--- src/design/pr_ram.sv ---
// Generic single-port-write, single-read RAM with registered read data.
module pr_ram #(
  parameter int WIDTH = 32,
  parameter int DEPTH = 64
) (
  input  logic                     clk,
  input  logic                     we,
  input  logic [$clog2(DEPTH)-1:0] waddr,
  input  logic [WIDTH-1:0]         wdata,
  input  logic [$clog2(DEPTH)-1:0] raddr,
  output logic [WIDTH-1:0]         rdata
);
  logic [WIDTH-1:0] mem [DEPTH];

  always_ff @(posedge clk) begin
    if (we) begin
      mem[waddr] <= wdata;
    end
    rdata <= mem[raddr];
  end
endmodule

--- config.mk ---
export PLATFORM = sky130hd
export DESIGN_NAME = pr_ram
export DESIGN_NICKNAME = d
export VERILOG_FILES = /design/src/design/pr_ram.sv
export SDC_FILE = /design/constraint.sdc
export NUM_CORES = 2
export LEC_CHECK = 0
export BUFFER_PORTS_ARGS = -buffer_cell sky130_fd_sc_hd__buf_2
export CAP_MARGIN = 20
export CORE_UTILIZATION = 60
export CTS_BUF_LIST = sky130_fd_sc_hd__clkbuf_8
export DETAILED_ROUTE_END_ITERATION = 10
export PLACE_DENSITY = 0.76
export SETUP_SLACK_MARGIN = 0.05
export SLEW_MARGIN = 30
export SYNTH_ARGS = -nofsm -noshare
export SYNTH_HDL_FRONTEND = slang
export SYNTH_SLANG_ARGS = --single-unit
--- constraint.sdc ---
create_clock -name clk -period 5.6 [get_ports clk]
set_input_delay 1.12 -clock clk [delete_from_list [all_inputs] [get_ports clk]]
set_output_delay 1.12 -clock clk [all_outputs]
set_load 0.005 [all_outputs]
=== Word level (Yosys, flattened, before mapping) ===
Memories as Yosys holds them, arrays and structs flattened. A register that Yosys moved wholly into a read port is not among the register bits.
Cells that the tools add are included.

* RAM bits: 2048
* Register bits after elaboration: 0
* Word-level logic and storage cells: 3
* Memories kept: 1
* Output and inout bits: 32

* Mux-type cells: 2

{| class="wikitable"
|+ Memory list
! name !! words !! bits a word !! read ports !! clocked after memory_dff !! wr ports !! line !! RTL
|-
| mem || 64 || 32 || 1 || 1 || 1 || 13 || <nowiki>logic [WIDTH-1:0] mem [DEPTH];</nowiki>
|}

{| class="wikitable"
|+ Operators with widths
! cell !! count
|-
| $mux 1 || 2
|}

=== Longest topological paths before layout ===
* Word-level depth: 2
* Mapped depth: 10

=== Least setup slack after synthesis ===
No wires, ideal clock.

* Kind: in2reg
* Start: input waddr[3]
* End: memory mem[48][0] (enable)
* Buffers on the path: 1
* Arrival: 3.819 ns
* Stages: 4
* Slack: 1.320 ns
* Cells stage by stage: clkbuf_1 > nor2b_1 > nand4b_1 > nor3_1

{| class="wikitable"
|+ RTL lines
! item !! line !! RTL
|-
| start: declaration || 8 || <nowiki>input logic [$clog2(DEPTH)-1:0] waddr,</nowiki>
|-
| end: declaration || 13 ||
|}

Straight into the memory's write port.

==> impl_metrics.csv <==
group,metric,value,unit
run_status,status,"complete, no violations",
power,p_comb_frac,0.051,
routing,drc,0,
routing,wl_per_cell,33.9,µm
global_route,grt_pass1_wl,274000,µm
global_route,grt_max_degree,83,
power,share_seq_of_total_power,0.573,
global_route,grt_overflow,0,
yosys,yosys.cell_count.top_type,"edfxtp_1",
floorplan,die_area,0.132,mm²
yosys,synth_common_cells,"edfxtp_1, mux4_2, nor2_1",
timing,slew_violations,0,
floorplan,die_h,364,µm
clock_tree,cts.htree.levels,5,
placed_design,io_buffer_count,77,
yosys,synth_area_leaders,"edfxtp_1, mux4_2, mux2i_1",
placed_design,globalplace.congestion,0.831,
hold_path,hp-class,"in2reg",
timing,finalHoldViolCount,0,
routing,wl,192000,µm
placed_design,dp_hpwl,112000,µm
global_route,grt_usage,0.298,
power,power.internal,23600,µW
floorplan,fp-row-count,132,
timing,finalCritPeriodShare,0.614,
finish,finalNetCount,3734,
routing,initialDrtViolationCount,5528,
flow_run,cap_violations,0,
yosys,synth_top_family_by_area,"multiplexers",
worst_setup_path,regToRegSetupSlack,3.18,ns
worst_setup_path,crit_arrival,4.28,ns
hold_path,hp-start,"wdata[18]",
floorplan,initial_utilization,0.606,
yosys,yosys_warnings,0,
global_route,grt_antenna_before_repair,12,
clock_tree,post_cts_buffers,0,
clock_tree,cts_tree,"done",
floorplan,boundaryPins,78,
routing,ant_nets,0,
timing,holdWs,0.623,ns
yosys,netlist.area_leader.share,0.783,
timing,final.setup.worst_slack,2.16,ns
yosys,syn_inst,3324,
global_route,busiest_layer,"met2",
global_route,use_met2,0.464,
worst_setup_path,crit_type,"in2reg",
hold_path,worst_hold_path.endpoint,"mem[46][18]",
finish,synthToLayoutAreaGrowth,11.9,%
yosys,netlist-cell-type-count,34,
worst_setup_path,required,6.44,ns
power,peakVddDrop,0.332,mV
clock_tree,cts.sinks,2080,
power,clock_power_share,0.376,
routing,first_pass_iters,8,
timing,max_freq,291,MHz
timing,skew,0.0446,ns
hold_path,hold_depth,1,
worst_setup_path,slowest_delay,0.56,ns
worst_setup_path,r2r-end,"rdata[2]",
timing,rsz0062_at_grt,"false",
yosys,synth_xor_area_frac,0,
clock_tree,numCtsBuffers,328,
power,power_switching,6610,µW
clock_tree,root_buffer,"clkbuf_8",
worst_setup_path,rr_worst_depth,4,
global_route,grt_use_met1,0.405,
yosys,yosys.area_share.simple,0.0127,
worst_setup_path,critPathLaunchType,"primary input",
power,p_leak,0.0279,µW
yosys,ys.flop_type,"edfxtp_1",
floorplan,core,0.130,mm²
power,power,30200,µW
global_route,grt.met3_usage,0.0802,
yosys,syn-num-nets,3370,
clock_tree,cts_buffer_depth,4,
timing,period_needed,3.44,ns
routing,dr_total_vias,38200,
yosys,synth_mux_area_frac,0.168,
yosys,syn_area,0.0785,mm²
yosys,synth_compound_area_frac,0.0167,
yosys,synth-seq-cells,2080,
power,swShare,0.219,
global_route,grt_pass1_vias,39200,
placed_design,place_ws,1.10,ns
yosys,synth_area_leader_cell,"edfxtp_1",
worst_setup_path,critPathCaptureType,"register",
yosys,synth-edff-count,2048,
timing,tns,0,ns
floorplan,die_x,364,µm
finish,final_layout_size_suffix_gt1_frac,0.310,
worst_setup_path,worstPathMaxFanout,53,
worst_setup_path,worstReg2RegStart,"mem[30][2]",
routing,vias_per_cell,6.74,
worst_setup_path,slowest_stage,"buf_8",
clock_tree,cts_resized,0,
yosys,ys_seq_area_frac,0.791,
clock_tree,postCtsHoldBufs,0,
timing,max_slew_margin,0.274,
yosys,syn_avg_cell_area,23.6,µm²
yosys,synthAdderAreaFrac,0,
clock_tree,cts.clk_slew.worst_paths,0.06,ns
power,p_per_area,343,mW/mm²
timing,setup_viol_count_final,0,
timing,tightestPinTransition,1.09,ns
clock_tree,clock_latency,1.02,ns
yosys,ys_async_sr_fraction,0,
worst_setup_path,crit_chain,"buf_8, buf_4, buf_4, mux4_2, mux4_2, o22ai_1, nor2_1",
[sequential cells by signal, indices dropped and copies added (netlist names)]
name and flops:
mem 2048, rdata 32
[worst max-delay path by stage]
stage / end / slack, ns / startpoint
5_1_grt: rdata[20] / 2.14 / raddr[0]
3_3_place_gp: rdata[9] / 1.15 / raddr[0]
2_1_floorplan: mem[48][0] / 1.32 / waddr[3]
3_5_place_dp: rdata[9] / 1.10 / raddr[0]
6_report: rdata[9] / 2.16 / raddr[0]
4_1_cts: rdata[9] / 2.22 / raddr[0]
[cells by family after synthesis]
logic type	after synthesis
and+or+nand+nor	223
buffers and inverters	182
muxes	637
DFF	2080
AOI/OAI and AO/OA	202
[layout make-up]
cell class	count	area, µm²
Clock inverter	210	906
Sequential cell	2080	62100
Multi-Input combinational cell	1062	16000
Fill cell	7547	41800
Antenna cell	10	25.0
Clock buffer	345	4750
Tap cell	1742	2180
Timing Repair Buffer	216	1930
[stage by stage]
stage	instance area, µm²	instances	util
after CTS	87700	5650	0.676
after floorplan	78500	3324	-
after global placement	81800	5086	0.631
after global routing	87900	5661	0.678
after detailed placement	82000	5095	0.633
final	87900	5665	0.678
[cells in the final DEF, fill, tap and decap left out, types with 2 or more instances in the layout]
cell type / instances
nor2_4: 62
buf_8: 3
edfxtp_1: 2048
bufinv_16: 2
nor3_2: 2
nor2_1: 75
a21oi_1: 62
clkinv_1: 60
clkinv_2: 23
buf_4: 143
nor3_1: 5
buf_12: 14
o221ai_1: 27
or2_2: 3
nand2b_1: 6
diode_2: 10
clkinvlp_4: 7
nand4_1: 2
buf_16: 11
or3b_1: 2
dfxtp_1: 32
a311oi_1: 8
o22ai_1: 84
buf_2: 45
nand2_1: 26
mux2i_1: 93
a41o_1: 4
inv_1: 116
a22oi_1: 12
nand3_1: 5
and3_1: 4
o32ai_1: 4
nand2b_2: 2
nor2b_1: 15
or3b_2: 3
nand3b_1: 5
clkbuf_8: 345
mux4_2: 544
or3_1: 3
[power by group through the flow]
stage / clock (µW) / combinational [µW] / sequential (µW)
2_1_floorplan: 0 / 838 / 17600
3_3_place_gp: 0 / 1460 / 17600
3_5_place_dp: 0 / 1520 / 17600
4_1_cts: 11500 / 1520 / 17300
5_1_grt: 12100 / 1600 / 17300
6_report: 11300 / 1530 / 17300
[per-layer routing]
metal | part of all wire | vias up
li1 | - | 15000
met1 | 0.35 | 20000
met2 | 0.48 | 2744
met3 | 0.12 | 403
met4 | 0.040 | 6
met5 | 0.00018 | -
[worst max-delay path, delay by kind of cell]
| family | cells | cell delay, ns |
|---|---|---|
| AND/OR/NAND/NOR | 1 | 0.17 |
| multiplexers | 2 | 1.03 |
| AO/OA/AOI/OAI | 1 | 0.54 |
| buffers and inverters | 3 | 1.35 |
(Power assumes the default switching activity.)
