**config.mk**
```make
export PLATFORM = sky130hd
export DESIGN_NAME = pr_div
export DESIGN_NICKNAME = d
export VERILOG_FILES = /design/src/design/pr_pkg.sv /design/src/design/pr_div.sv
export SDC_FILE = /design/constraint.sdc
export NUM_CORES = 1
export LEC_CHECK = 0
export BUFFER_PORTS_ARGS = -buffer_cell sky130_fd_sc_hd__buf_2
export CAP_MARGIN = 20
export CORE_MARGIN = 10
export CORE_UTILIZATION = 55
export DETAILED_ROUTE_END_ITERATION = 10
export GPL_TIMING_DRIVEN = 1
export PLACE_DENSITY = 0.93
export SETUP_SLACK_MARGIN = 0.02
export SLEW_MARGIN = 0
export SYNTH_ARGS = -nofsm -noshare
export SYNTH_HDL_FRONTEND = slang
export SYNTH_SLANG_ARGS = --single-unit
export TNS_END_PERCENT = 100
```
**constraint.sdc**
```tcl
create_clock -name clk -period 7.7 [get_ports clk]
set_input_delay 1.54 -clock clk [delete_from_list [all_inputs] [get_ports clk]]
set_output_delay 1.54 -clock clk [all_outputs]
set_load 0.005 [all_outputs]
```
**src/design/pr_pkg.sv**
```systemverilog
// Shared types, codes and states of the PageRank iterate-and-rank unit.
package pr_pkg;

  typedef enum logic [1:0] {
    MODE_LINK    = 2'd0,
    MODE_CLEAR   = 2'd1,
    MODE_COMPUTE = 2'd2,
    MODE_NONE    = 2'd3
  } mode_t;

  typedef enum logic [1:0] {
    REG_DAMPING  = 2'd0,
    REG_TOL      = 2'd1,
    REG_MAX_ITER = 2'd2,
    REG_NODES    = 2'd3
  } reg_idx_t;

  typedef struct packed {
    logic [1:0] mode;
    logic [5:0] source_node;
    logic [5:0] target_node;
    logic       target_known;
  } in_item_t;

  typedef struct packed {
    logic [5:0]  node_index;
    logic [9:0]  out_degree;
    logic [30:0] rank;
    logic [9:0]  iterations_run;
    logic        last;
  } out_item_t;

  typedef enum logic [3:0] {
    ST_IDLE,
    ST_CLEAR,
    ST_DIV,
    ST_INIT,
    ST_SUM,
    ST_SHARE,
    ST_MUL,
    ST_WRITE,
    ST_COPY,
    ST_CHECK,
    ST_SCAN,
    ST_EMIT
  } state_t;

  // Shared divider request: numerator / denominator, restoring, one bit a cycle.
  typedef struct packed {
    logic        start;
    logic [47:0] num;
    logic [22:0] den;
  } div_req_t;

  typedef struct packed {
    logic        done;
    logic [47:0] quo;
  } div_rsp_t;

endpackage

```
**src/design/pr_div.sv**
```systemverilog
// Iterative restoring divider, one quotient bit per cycle.
module pr_div (
  input  logic             clk,
  input  logic             rst_n,
  input  pr_pkg::div_req_t req,
  output pr_pkg::div_rsp_t rsp
);
  logic [47:0] quo_r, quo_nxt;
  logic [22:0] rem_r, rem_nxt;
  logic [22:0] den_r, den_nxt;
  logic [5:0]  cnt_r, cnt_nxt;
  logic        busy_r, busy_nxt;
  logic        done_r, done_nxt;
  logic [23:0] trial;

  always_comb begin
    quo_nxt  = quo_r;
    rem_nxt  = rem_r;
    den_nxt  = den_r;
    cnt_nxt  = cnt_r;
    busy_nxt = busy_r;
    done_nxt = 1'b0;
    trial    = {rem_r, quo_r[47]};
    if (req.start) begin
      quo_nxt  = req.num;
      rem_nxt  = '0;
      den_nxt  = req.den;
      cnt_nxt  = 6'd0;
      busy_nxt = 1'b1;
    end else if (busy_r) begin
      if (trial >= {1'b0, den_r}) begin
        rem_nxt = 23'(trial - {1'b0, den_r});
        quo_nxt = {quo_r[46:0], 1'b1};
      end else begin
        rem_nxt = trial[22:0];
        quo_nxt = {quo_r[46:0], 1'b0};
      end
      cnt_nxt = cnt_r + 6'd1;
      if (cnt_r == 6'd47) begin
        busy_nxt = 1'b0;
        done_nxt = 1'b1;
      end
    end
  end

  always_ff @(posedge clk) begin
    if (!rst_n) begin
      busy_r <= 1'b0;
      done_r <= 1'b0;
    end else begin
      busy_r <= busy_nxt;
      done_r <= done_nxt;
    end
    quo_r <= quo_nxt;
    rem_r <= rem_nxt;
    den_r <= den_nxt;
    cnt_r <= cnt_nxt;
  end

  assign rsp.done = done_r;
  assign rsp.quo  = quo_r;
endmodule

```
# ---- Word level (Yosys, flattened, before mapping)
# Cells that the tools add are included.
dict set report totals {
  regBits 102
  elab_cells 22
}
dict set report classes {
  n_addsub 2
  magnitude_cmp 1
  eq_ne 1
  muxes 8
  n_bitwise 2
  reduce_logical 2
}
# cell count
set op_table {}
lappend op_table {{$mux W48} 2}
lappend op_table {{$ge A24 B23 Y1} 1}
lappend op_table {{$mux W23} 1}
lappend op_table {{$sub A23 B23 Y23} 1}
lappend op_table {{$add A6 B1 Y6 const B} 1}
lappend op_table {{$eq A6 B6 Y1 const B} 1}
lappend op_table {{$mux W1} 5}
lappend op_table {{$reduce_or A3 Y1} 1}
lappend op_table {{$not A1 Y1} 2}
lappend op_table {{$reduce_bool A2 Y1} 1}

# ---- Logic depth before layout (Yosys ltp)
# Gate-level depths: netlist of run 1.
dict set report logic_depth {
  word_depth 4
  depth_mapped 13
  depth_no_buf 11
}

# ---- Worst setup path before layout of run 1
# No wires, ideal clock.
dict set report synth_path {
  path_kind {input to register}
  start {input port req[71] (netlist name)}
  end {register quo_r[0] (enable)}
  setup_time_ns 0.402
  arrival_time_ns 3.062
  required_ns 7.298
  setup_slack_ns 4.236
  cell_stages 4
  path_cell_list {clkbuf_1 > clkbuf_1 > nor2_1 > inv_1}
}
dict set report synth_between {
  elab_chain_cells 1
}
# item line_no
set synth_lines {}
lappend synth_lines {{start, declared} pr_div.sv:5} ;# input pr_pkg::div_req_t req,
lappend synth_lines {{$reduce_bool A2 Y1 (no line)} n/a}
lappend synth_lines {{end signal, assigned} pr_div.sv:54} ;# quo_r <= quo_nxt;
lappend synth_lines {{end, declared} pr_div.sv:8} ;# logic [47:0] quo_r, quo_nxt;
# No other way between the ends.
# A chain may end at the register's enable or synchronous reset.

# ---- Worst setup path after layout of run 1
dict set report layout_path {
  start {register quo_r[47]}
  end {register quo_r[0] (data pin)}
}
dict set report layout_between {
  elab_chain_cells 4
}
# item line_no
set layout_lines {}
lappend layout_lines {{$ge A24 B23 Y1} pr_div.sv:31} ;# if (trial >= {1'b0, den_r}) begin
lappend layout_lines {{$mux W1} pr_div.sv:31}
lappend layout_lines {{$mux W48} pr_div.sv:30} ;# end else if (busy_r) begin
lappend layout_lines {{$mux W48} pr_div.sv:24} ;# if (req.start) begin
lappend layout_lines {{net quo_nxt[0]} pr_div.sv:8}
# The timed path passes the listed nets, and every way through them passes these cells. The select of a mux whose other input is x is not followed.

==> results of run 1 <==
## cell usage after synthesis, types with 6 or more instances
cell and instances:
a311oi_1 9, ha_1 24, nor2_1 48, a311oi_2 7, xnor2_1 13, xor2_1 7
inv_1 28, mux2i_1 6, nand3_1 8, a21oi_1 24, o21a_1 8, clkbuf_1 20
a21o_1 7, edfxtp_1 71, dfxtp_1 31, nand2_1 50, mux2_2 48, o21ai_0 15
## layout by cell type (no fill, tap or decap), drive strengths merged, types with 6 or more instances in the layout
cell type,instances
ha,24
clkbuf,9
nand2,51
nand3,8
o21ai,20
xnor2,13
buf,125
a21o,7
nor2,48
mux2,48
a21oi,25
a311oi,16
xor2,7
edfxtp,71
dfxtp,31
mux2i,6
inv,30
o21a,9
## layout make-up
cell class	count	area share [%]
Tap cell	133	2.63
Inverter	29	1.74
Clock inverter	7	1.09
Sequential cell	102	43.5
Antenna cell	1	0.0395
Timing Repair Buffer	125	10.0
Multi-Input combinational cell	343	39.1
Clock buffer	9	1.96
## cells by family (layout without fill, tap and decap cells)
kind of cell    Yosys count  in the layout  share of synthesized area [%]
simple gates            141            141                           11.4
compound gates          103            103                           13.8
flops                   102            102                           50.3
buf+inv                  55            170                           4.44
mux                      54             54                           11.0
fa+ha+maj                25             25                           5.86
xor+xnor                 20             20                           3.20
other cells               0              1                              0
## worst paths after layout
path | from | to | slack, ns | cells after the start
setup / recovery | quo_r[47]$_DFFE_PP_ | quo_r[0]$_DFFE_PP_ | 4.40 | 10
setup reg to reg | quo_r[47]$_DFFE_PP_ | quo_r[0]$_DFFE_PP_ | 4.40 | 10
hold reg to reg | rem_r[21]$_SDFFE_PP0P_ | rem_r[22]$_SDFFE_PP0P_ | 0.51 | 2
hold / removal | rem_r[21]$_SDFFE_PP0P_ | rem_r[22]$_SDFFE_PP0P_ | 0.51 | 2
## per-layer routing
metal  vias up  part of all wire [%]  GRT usage [%]
met1      1999                    39           20.4
met4         0                   2.1           7.01
met3        24                    10           8.49
li1       2048                     -              -
met2       180                    49           32.3
met5         -                     0              0
## power breakdown
| group | switching, mW | internal (mW) |
|---|---|---|
| Combinational | 0.164 | 0.133 |
| Sequential | 0.0290 | 0.643 |
| Clock | 0.212 | 0.126 |
| Total | 0.405 | 0.902 |
## sequential cells by signal, indices dropped and copies added (netlist names)
name / count
quo_r: 48
rem_r: 23
cnt_r: 6
den_r: 23
done_r: 1
busy_r: 1
## per-stage QoR
step	util [%]	power, mW
floorplan	-	0.881
global placement	63.1	0.959
detailed placement	63.1	0.976
CTS	65.1	1.31
global route	65.1	1.37
finish	65.1	1.31
## worst reg2reg max path, delay by kind of cell, from the launching register on
family	cells	cell delay [ns]
flip-flops	1	0.40
adder cells (fa/ha/maj)	2	0.63
buffers and inverters	2	0.44
AO/OA/AOI/OAI	5	1.47
AND/OR/NAND/NOR	1	0.17
==> impl_metrics.yaml, run 1 <==
run_status:
  status: "finished clean"
synthesis:
  synth_top_area_share_pct: 39.0
  yosysTopAreaCell: "edfxtp_1"
  synth-seq-cells: 102
  synth_flop_cell: "edfxtp_1"
  synth_area_leaders: "edfxtp_1 (39%), dfxtp_1 (11%), mux2_2 (9.9%)"
  synthesis.area_um2: 5470
  syn-num-nets: 599
  async_flop_share_pct: 0
  synth_cell_types: 53
  synth_edf_count: 71
  syn_avg_cell_area_um2: 10.9
  netlist_instances: 500
  ys_warn_count: 0
  ys_seq_area_share_pct: 50.3
job:
  maxCapViolations: 0
grt:
  track_usage_pct: 19.0
  grt_overflow: 0
  antenna_found_initial: 1
  grt_pass1_vias: 4411
  grt_max_degree: 68
  grt_pass1_wl_um: 22100
clocking:
  cts_root_buffer: "clkbuf_8"
  cts_tree: "done"
  cts_sinks: 102
  cts_resized: 0
  cts_inserted_buffers: 9
  path_clk_slew_ns: 0.12
  clk_path_buf_depth: 2
  htree_num_levels: 3
  cts_setup_buffers: 0
  clkLatencyLatePin_ns: 0.39
  cts_hold_buf: 0
drt:
  dr.pass1.iters: 5
  vias_per_cell: 5.68
  ant_nets: 0
  drcViolationCount: 0
  wirelength_um: 13800
  vias: 4251
  drtIter0Drc: 260
  wl_per_cell_um: 18.4
placement:
  io_buffers: 122
  placed_cell_area_um2: 6140
  pre_cts_ws_ns: 4.29
  dp_hpwl_um: 10100
  gp_congestion: 0.881
  dpl.cell_count: 732
timing:
  clock-skew-final_ns: 0.0184
  worst_slew_pin_slew_ns: 0.805
  period_share_pct: 42.9
  slew_headroom_pct: 46.3
  setup_viol: 0
  fin_ws_ns: 4.40
  rsz0062_at_grt: "false"
  final.setup.tns_ns: 0
  max_freq_mhz: 303
  finalCriticalPeriod_ns: 3.30
  drv_slew: 0
  hold_viol: 0
  worst_hold_slack_ns: 0.511
critical_path:
  critPathArrivalTime_ns: 3.49
  required_ns: 7.88
  slowest_stage: "fa_1"
  worst-path-buf-inv: 2
  cp-start-kind: "flop"
  endpoint_kind: "flop"
  worstPathMaxFanout: 30
  slowest_delay_ns: 0.41
  cp_top_family: "compound AO/OA/AOI/OAI gates"
  critical_path.cell_chain: "inv_1 -> ha_1 -> fa_1 -> nor2b_1 -> o31a_1 -> o21a_1 -> a31o_4 -> o21a_4 -> clkinv_2 -> o21ai_0"
  path_class: "flop to flop"
cells_and_area:
  multiInputGateArea_um2: 2470
  final_cell_area_um2: 6330
  fillers: 746
  drive_above_1_share_pct: 33.2
  stdcell_count: 749
  syn_to_final_growth_pct: 15.8
  ff_latch_area_um2: 2750
  nNetsFinal: 709
power_and_ir_drop:
  cellLeakagePower_nw: 2.63
  power_density_nw_per_um2: 206
  irDropWorstVdd_mv: 0.121
floorplan:
  dieArea_um2: 14300
  initial_core_util_pct: 56.2
  coreArea_um2: 9730
  die_x_um: 120
  core.rowCount: 36
  die_y_um: 120
  io_pins: 123
min_path:
  hold_class: "flop to flop"
(Power assumes the default switching activity.)
==> inputs of run 2 (changes only) <==
clock period = 3.1 ns   (was 7.7 ns; I/O delays follow)
==> run 2 against run 1 <==
  * Fmax rose by 12%
  * Global-route usage down 0.31 points
  * Wire length decreased by 2.1%
  * Critical endpoint is now rem_r[15]$_SDFFE_PP0P_
  * Register-to-register slack lost 4.2 ns
  * Highest routed layer unchanged
  * Critical path type unchanged
  * Final area increased by 0.65%
  * Die area unchanged
  * Count of clock-buffer cells in the layout stayed put
  * Via count rose by 0.85%
  * First-iteration DRC count grew 1.9%
  * Largest cell class unchanged
  * Flip-flop and latch count stayed put
  * Non-clock buffer count up 1
  * Clock power rose to 2.6 times the previous value
==> impl_metrics.yaml, run 2 (synthesized netlist as in run 1, its figures left out) <==
critical_path:
  critical_path.cell_chain: "inv_1 -> ha_1 -> fa_1 -> nor2b_1 -> o31a_1 -> o21a_2 -> a31o_4 -> o21a_4 -> inv_4 -> nand2_1 -> a311oi_1"
  worst-path-buf-inv: 2
  endpoint_kind: "flop"
  cp_top_family: "compound AO/OA/AOI/OAI gates"
  reg2reg_from: "quo_r[47]$_DFFE_PP_"
  path_class: "flop to flop"
  reg2reg_depth: 11
  r2r-end: "rem_r[15]$_SDFFE_PP0P_"
  slowest_delay_ns: 0.42
  cp-start-kind: "flop"
  worstPathMaxFanout: 18
  reg2reg_slack_ns: 0.16
  required_ns: 3.36
  critPathArrivalTime_ns: 3.20
  slowest_stage: "edfxtp_1"
placement:
  io_buffers: 122
  gp_congestion: 1.01
  dpl.cell_count: 733
  dp_hpwl_um: 9900
clocking:
  cts_setup_buffers: 0
  clk_path_buf_depth: 2
  cts_sinks: 102
  htree_num_levels: 3
  cts_inserted_buffers: 9
  cts_tree: "done"
  path_clk_slew_ns: 0.13
  cts_hold_buf: 0
  cts_resized: 0
  cts_root_buffer: "clkbuf_8"
  clkLatencyLatePin_ns: 0.38
grt:
  met2_usage_pct: 31.7
  grt_overflow: 0
  grt_use_met3_pct: 8.25
  grt_pass1_wl_um: 22000
  top_usage_layer: "met2"
  grt_use_met1_pct: 20.5
  grt_max_degree: 65
  grt_pass1_vias: 4539
  track_usage_pct: 18.7
  antenna_found_initial: 0
cells_and_area:
  largest_reg_flops: 48
  nNetsFinal: 710
  final_cell_mix: "buf_2 (121), edfxtp_1 (71), nand2_1 (50)"
  largest_registers: "quo_r (48), den_r (23), rem_r (23)"
  fillers: 718
  regMostFlops: "quo_r"
  mostFrequentLayoutCell: "buf_2"
  drive_above_1_share_pct: 33.4
  n_antenna_cell: 0
  syn_to_final_growth_pct: 16.6
  stdcell_count: 749
  fin_util_pct: 65.5
drt:
  dr.pass1.iters: 4
  vias: 4287
  ant_nets: 0
  drcViolationCount: 0
  drtIter0Drc: 265
  wirelength_um: 13500
  wl_per_cell_um: 18.0
  vias_per_cell: 5.72
timing:
  period_share_pct: 94.8
  slew_headroom_pct: 59.9
  drv_slew: 0
  max_freq_mhz: 340
  final.setup.tns_ns: 0
  hold_viol: 0
  worst_hold_slack_ns: 0.407
  rsz0062_at_grt: "false"
  clock-skew-final_ns: 0.0215
  setup_viol: 0
  worst_slew_pin_slew_ns: 0.602
  finalCriticalPeriod_ns: 2.94
power_and_ir_drop:
  p_int_mw: 2.26
  pwr-share-clk_pct: 26.5
  power_density_nw_per_um2: 514
  cellLeakagePower_nw: 2.65
  switching_share_pct: 31.1
  irDropWorstVdd_mv: 0.463
  p_comb_share_pct: 22.7
  pwr-share-seq_pct: 50.9
  p_switching_mw: 1.02
  finalPower_mw: 3.28
floorplan:
  die_x_um: 120
  io_pins: 123
  dieArea_um2: 14300
  die_y_um: 120
  initial_core_util_pct: 56.2
  core.rowCount: 36
  coreArea_um2: 9730
min_path:
  hp-start: "req[7]"
  hold_depth: 1
  holdPathEnd: "den_r[7]$_DFFE_PP_"
  hold_class: "input pin to flop"
job:
  maxCapViolations: 0
run_status:
  status: "finished clean"
[run 2: power by group through the flow]
stage	Combinational (mW)	Clock, mW	Sequential, mW
after floorplan	0.501	0	1.69
after global placement	0.699	0	1.69
after detailed placement	0.730	0	1.70
after CTS	0.738	0.885	1.67
after global routing	0.821	0.922	1.68
final	0.744	0.868	1.67
[run 2: metal layers]
layer,part of all wire [%],vias to the layer above
li1,-,2035
met1,39,2034
met2,49,196
met3,11,22
met4,1.7,0
met5,0,-
[run 2: how the worst max path moves through the flow]
stage,startpoint,end,depth (start not counted)
floorplan,req[71],quo_r[0]$_DFFE_PP_,4
global placement,quo_r[47]$_DFFE_PP_,rem_r[17]$_SDFFE_PP0P_,11
detailed placement,quo_r[47]$_DFFE_PP_,rem_r[17]$_SDFFE_PP0P_,11
CTS,quo_r[47]$_DFFE_PP_,rem_r[17]$_SDFFE_PP0P_,11
global route,quo_r[47]$_DFFE_PP_,rem_r[15]$_SDFFE_PP0P_,11
finish,quo_r[47]$_DFFE_PP_,rem_r[15]$_SDFFE_PP0P_,11
[run 2: worst reg2reg max path: cells and delay by family (launching register included)]
family	cells	cell delay (ns)
adder cells (fa/ha/maj)	2	0.47
flip-flops	1	0.42
AND/OR/NAND/NOR	2	0.18
buffers and inverters	2	0.30
AO/OA/AOI/OAI	5	1.43
[run 2: area by class of cell]
class	instances	area (um2)	area share, %
sequential	102	2750	43.2
multi-input combinational	343	2480	38.8
timing repair buffer	126	659	10.3
tap	133	166	2.61
clock buffer	9	124	1.94
inverter	29	111	1.75
clock inverter	7	86.3	1.35
[run 2: metrics by stage]
stage | instance area [um2] | setup slack, ns
after floorplan | 5470 | 0.556
after global placement | 6160 | 0.314
after detailed placement | 6160 | 0.147
after CTS | 6370 | 0.0740
after global routing | 6380 | 0.0317
final | 6380 | 0.162
==> inputs of run 3 (changes only) <==
CELL_PAD_IN_SITES_DETAIL_PLACEMENT = 1   (was unset)
CELL_PAD_IN_SITES_GLOBAL_PLACEMENT = 2   (was unset)
CORE_UTILIZATION = 35   (was 55)
PLACE_DENSITY = 0.86   (was 0.93)
==> run 3 against run 2 <==
  * Highest routed layer unchanged
  * Register-to-register slack improved by 0.07 ns
  * Critical path type unchanged
  * Via count decreased by 0.89%
  * Largest cell class unchanged
  * Power increased by 11%
==> impl_metrics.yaml, run 3 (synthesized netlist as in run 1, its figures left out) <==
run_status:
  status: "finished clean"
drt:
  ant_nets: 0
  drtIter0Drc: 181
  vias: 4249
  drcViolationCount: 0
  dr.pass1.iters: 4
  wirelength_um: 15100
  wl_per_cell_um: 18.2
  vias_per_cell: 5.12
critical_path:
  required_ns: 3.35
  worstPathMaxFanout: 16
  reg2reg_depth: 11
  critical_path.cell_chain: "inv_1 -> ha_1 -> fa_1 -> nor2b_1 -> o31a_1 -> o21a_2 -> a31o_4 -> o21a_4 -> buf_6 -> nand2_1 -> a311oi_1"
  endpoint_kind: "flop"
  slowest_delay_ns: 0.41
  crit_cells: 11
  path_class: "flop to flop"
  slowest_stage: "fa_1"
  worstSetupEndpoint: "rem_r[10]$_SDFFE_PP0P_"
  worst-path-buf-inv: 2
  reg2reg_slack_ns: 0.23
  reg2reg_from: "quo_r[47]$_DFFE_PP_"
  cp_top_family: "compound AO/OA/AOI/OAI gates"
  cp-start-kind: "flop"
  critPathLaunch: "quo_r[47]$_DFFE_PP_"
  critPathArrivalTime_ns: 3.12
  r2r-end: "rem_r[10]$_SDFFE_PP0P_"
cells_and_area:
  mostFrequentLayoutCell: "buf_2"
  largest_reg_flops: 48
  drive_above_1_share_pct: 33.5
  syn_to_final_growth_pct: 20.7
  final_cell_mix: "buf_2 (121), edfxtp_1 (71), nand2_1 (50)"
  fillers: 1691
  nNetsFinal: 711
  regMostFlops: "quo_r"
  largest_registers: "quo_r (48), den_r (23), rem_r (23)"
grt:
  grt_pass1_wl_um: 24700
  antenna_found_initial: 2
  grt_overflow: 0
  track_usage_pct: 14.3
  grt_max_degree: 67
  grt_pass1_vias: 4614
placement:
  dp_hpwl_um: 11200
  gp_congestion: 0.806
  io_buffers: 122
timing:
  worst_slew_pin_slew_ns: 0.829
  setup_viol: 0
  final.setup.tns_ns: 0
  hold_viol: 0
  rsz0062_at_grt: "false"
  period_share_pct: 92.6
  slew_headroom_pct: 44.7
  finalCriticalPeriod_ns: 2.87
  worst_hold_slack_ns: 0.436
  drv_slew: 0
  max_freq_mhz: 348
  clock-skew-final_ns: 0.0134
min_path:
  hold_class: "input pin to flop"
floorplan:
  die_x_um: 145
  coreArea_um2: 15300
  core.rowCount: 45
  dieArea_um2: 21000
  die_y_um: 145
  initial_core_util_pct: 35.9
  io_pins: 123
clocking:
  htree_num_levels: 3
  cts_root_buffer: "clkbuf_16"
  path_clk_slew_ns: 0.08
  clkLatencyLatePin_ns: 0.35
  clk_path_buf_depth: 2
  cts_inserted_buffers: 9
  cts_hold_buf: 0
  cts_sinks: 102
  cts_tree: "done"
power_and_ir_drop:
  irDropWorstVdd_mv: 0.347
  finalPower_mw: 3.64
  power_density_nw_per_um2: 552
  cellLeakagePower_nw: 2.71
job:
  maxCapViolations: 0
run 3: worst min-delay path by stage:
stage | startpoint | end | cells after the start
final | req[20] | den_r[20]$_DFFE_PP_ | 1
after global routing | req[19] | den_r[19]$_DFFE_PP_ | 1
after CTS | req[9] | den_r[9]$_DFFE_PP_ | 1
after detailed placement | cnt_r[5]$_SDFFE_PP0P_ | cnt_r[5]$_SDFFE_PP0P_ | 2
after global placement | cnt_r[5]$_SDFFE_PP0P_ | cnt_r[5]$_SDFFE_PP0P_ | 2
after floorplan | cnt_r[5]$_SDFFE_PP0P_ | cnt_r[5]$_SDFFE_PP0P_ | 2
run 3: final cells by class:
class / instances / area (um2) / area share, %
tap: 211 / 264 / 4.00
inverter: 29 / 111 / 1.69
clock inverter: 7 / 86.3 / 1.31
timing repair buffer: 127 / 679 / 10.3
sequential: 102 / 2750 / 41.7
clock buffer: 9 / 225 / 3.41
multi-input combinational: 343 / 2480 / 37.5
antenna: 2 / 5.00 / 0.0758
run 3: through the flow:
step           instances  worst slack [ns]  cell area (um2)  utilization (%)
2_1_floorplan        500             0.556             5470                -
3_3_place_gp         811             0.252             6270             41.1
3_5_place_dp         811            0.0997             6270             41.1
4_1_cts              827            0.0537             6580             43.1
5_1_grt              828            0.0279             6600             43.2
6_report             830             0.229             6600             43.3
run 3: what timing repair did:
item / in CTS / in global routing
buffers inserted: 0 / 1
hold endpoints to repair: 0 / 0
setup endpoints to repair: 0 / 20
gates resized for setup: 0 / 3
run 3: metal layers:
| layer | wire length [um] | global-route usage [%] |
|---|---|---|
| met3 | 1170 | 5.50 |
| met4 | 233 | 4.34 |
| met2 | 7370 | 24.0 |
| met1 | 6340 | 16.4 |
| met5 | 0 | 0 |
run 3: report_power, final:
group / total, mW / internal, mW / switching [mW]
clock network: 1.22 / 0.648 / 0.570
logic: 0.755 / 0.341 / 0.414
registers: 1.67 / 1.60 / 0.0717
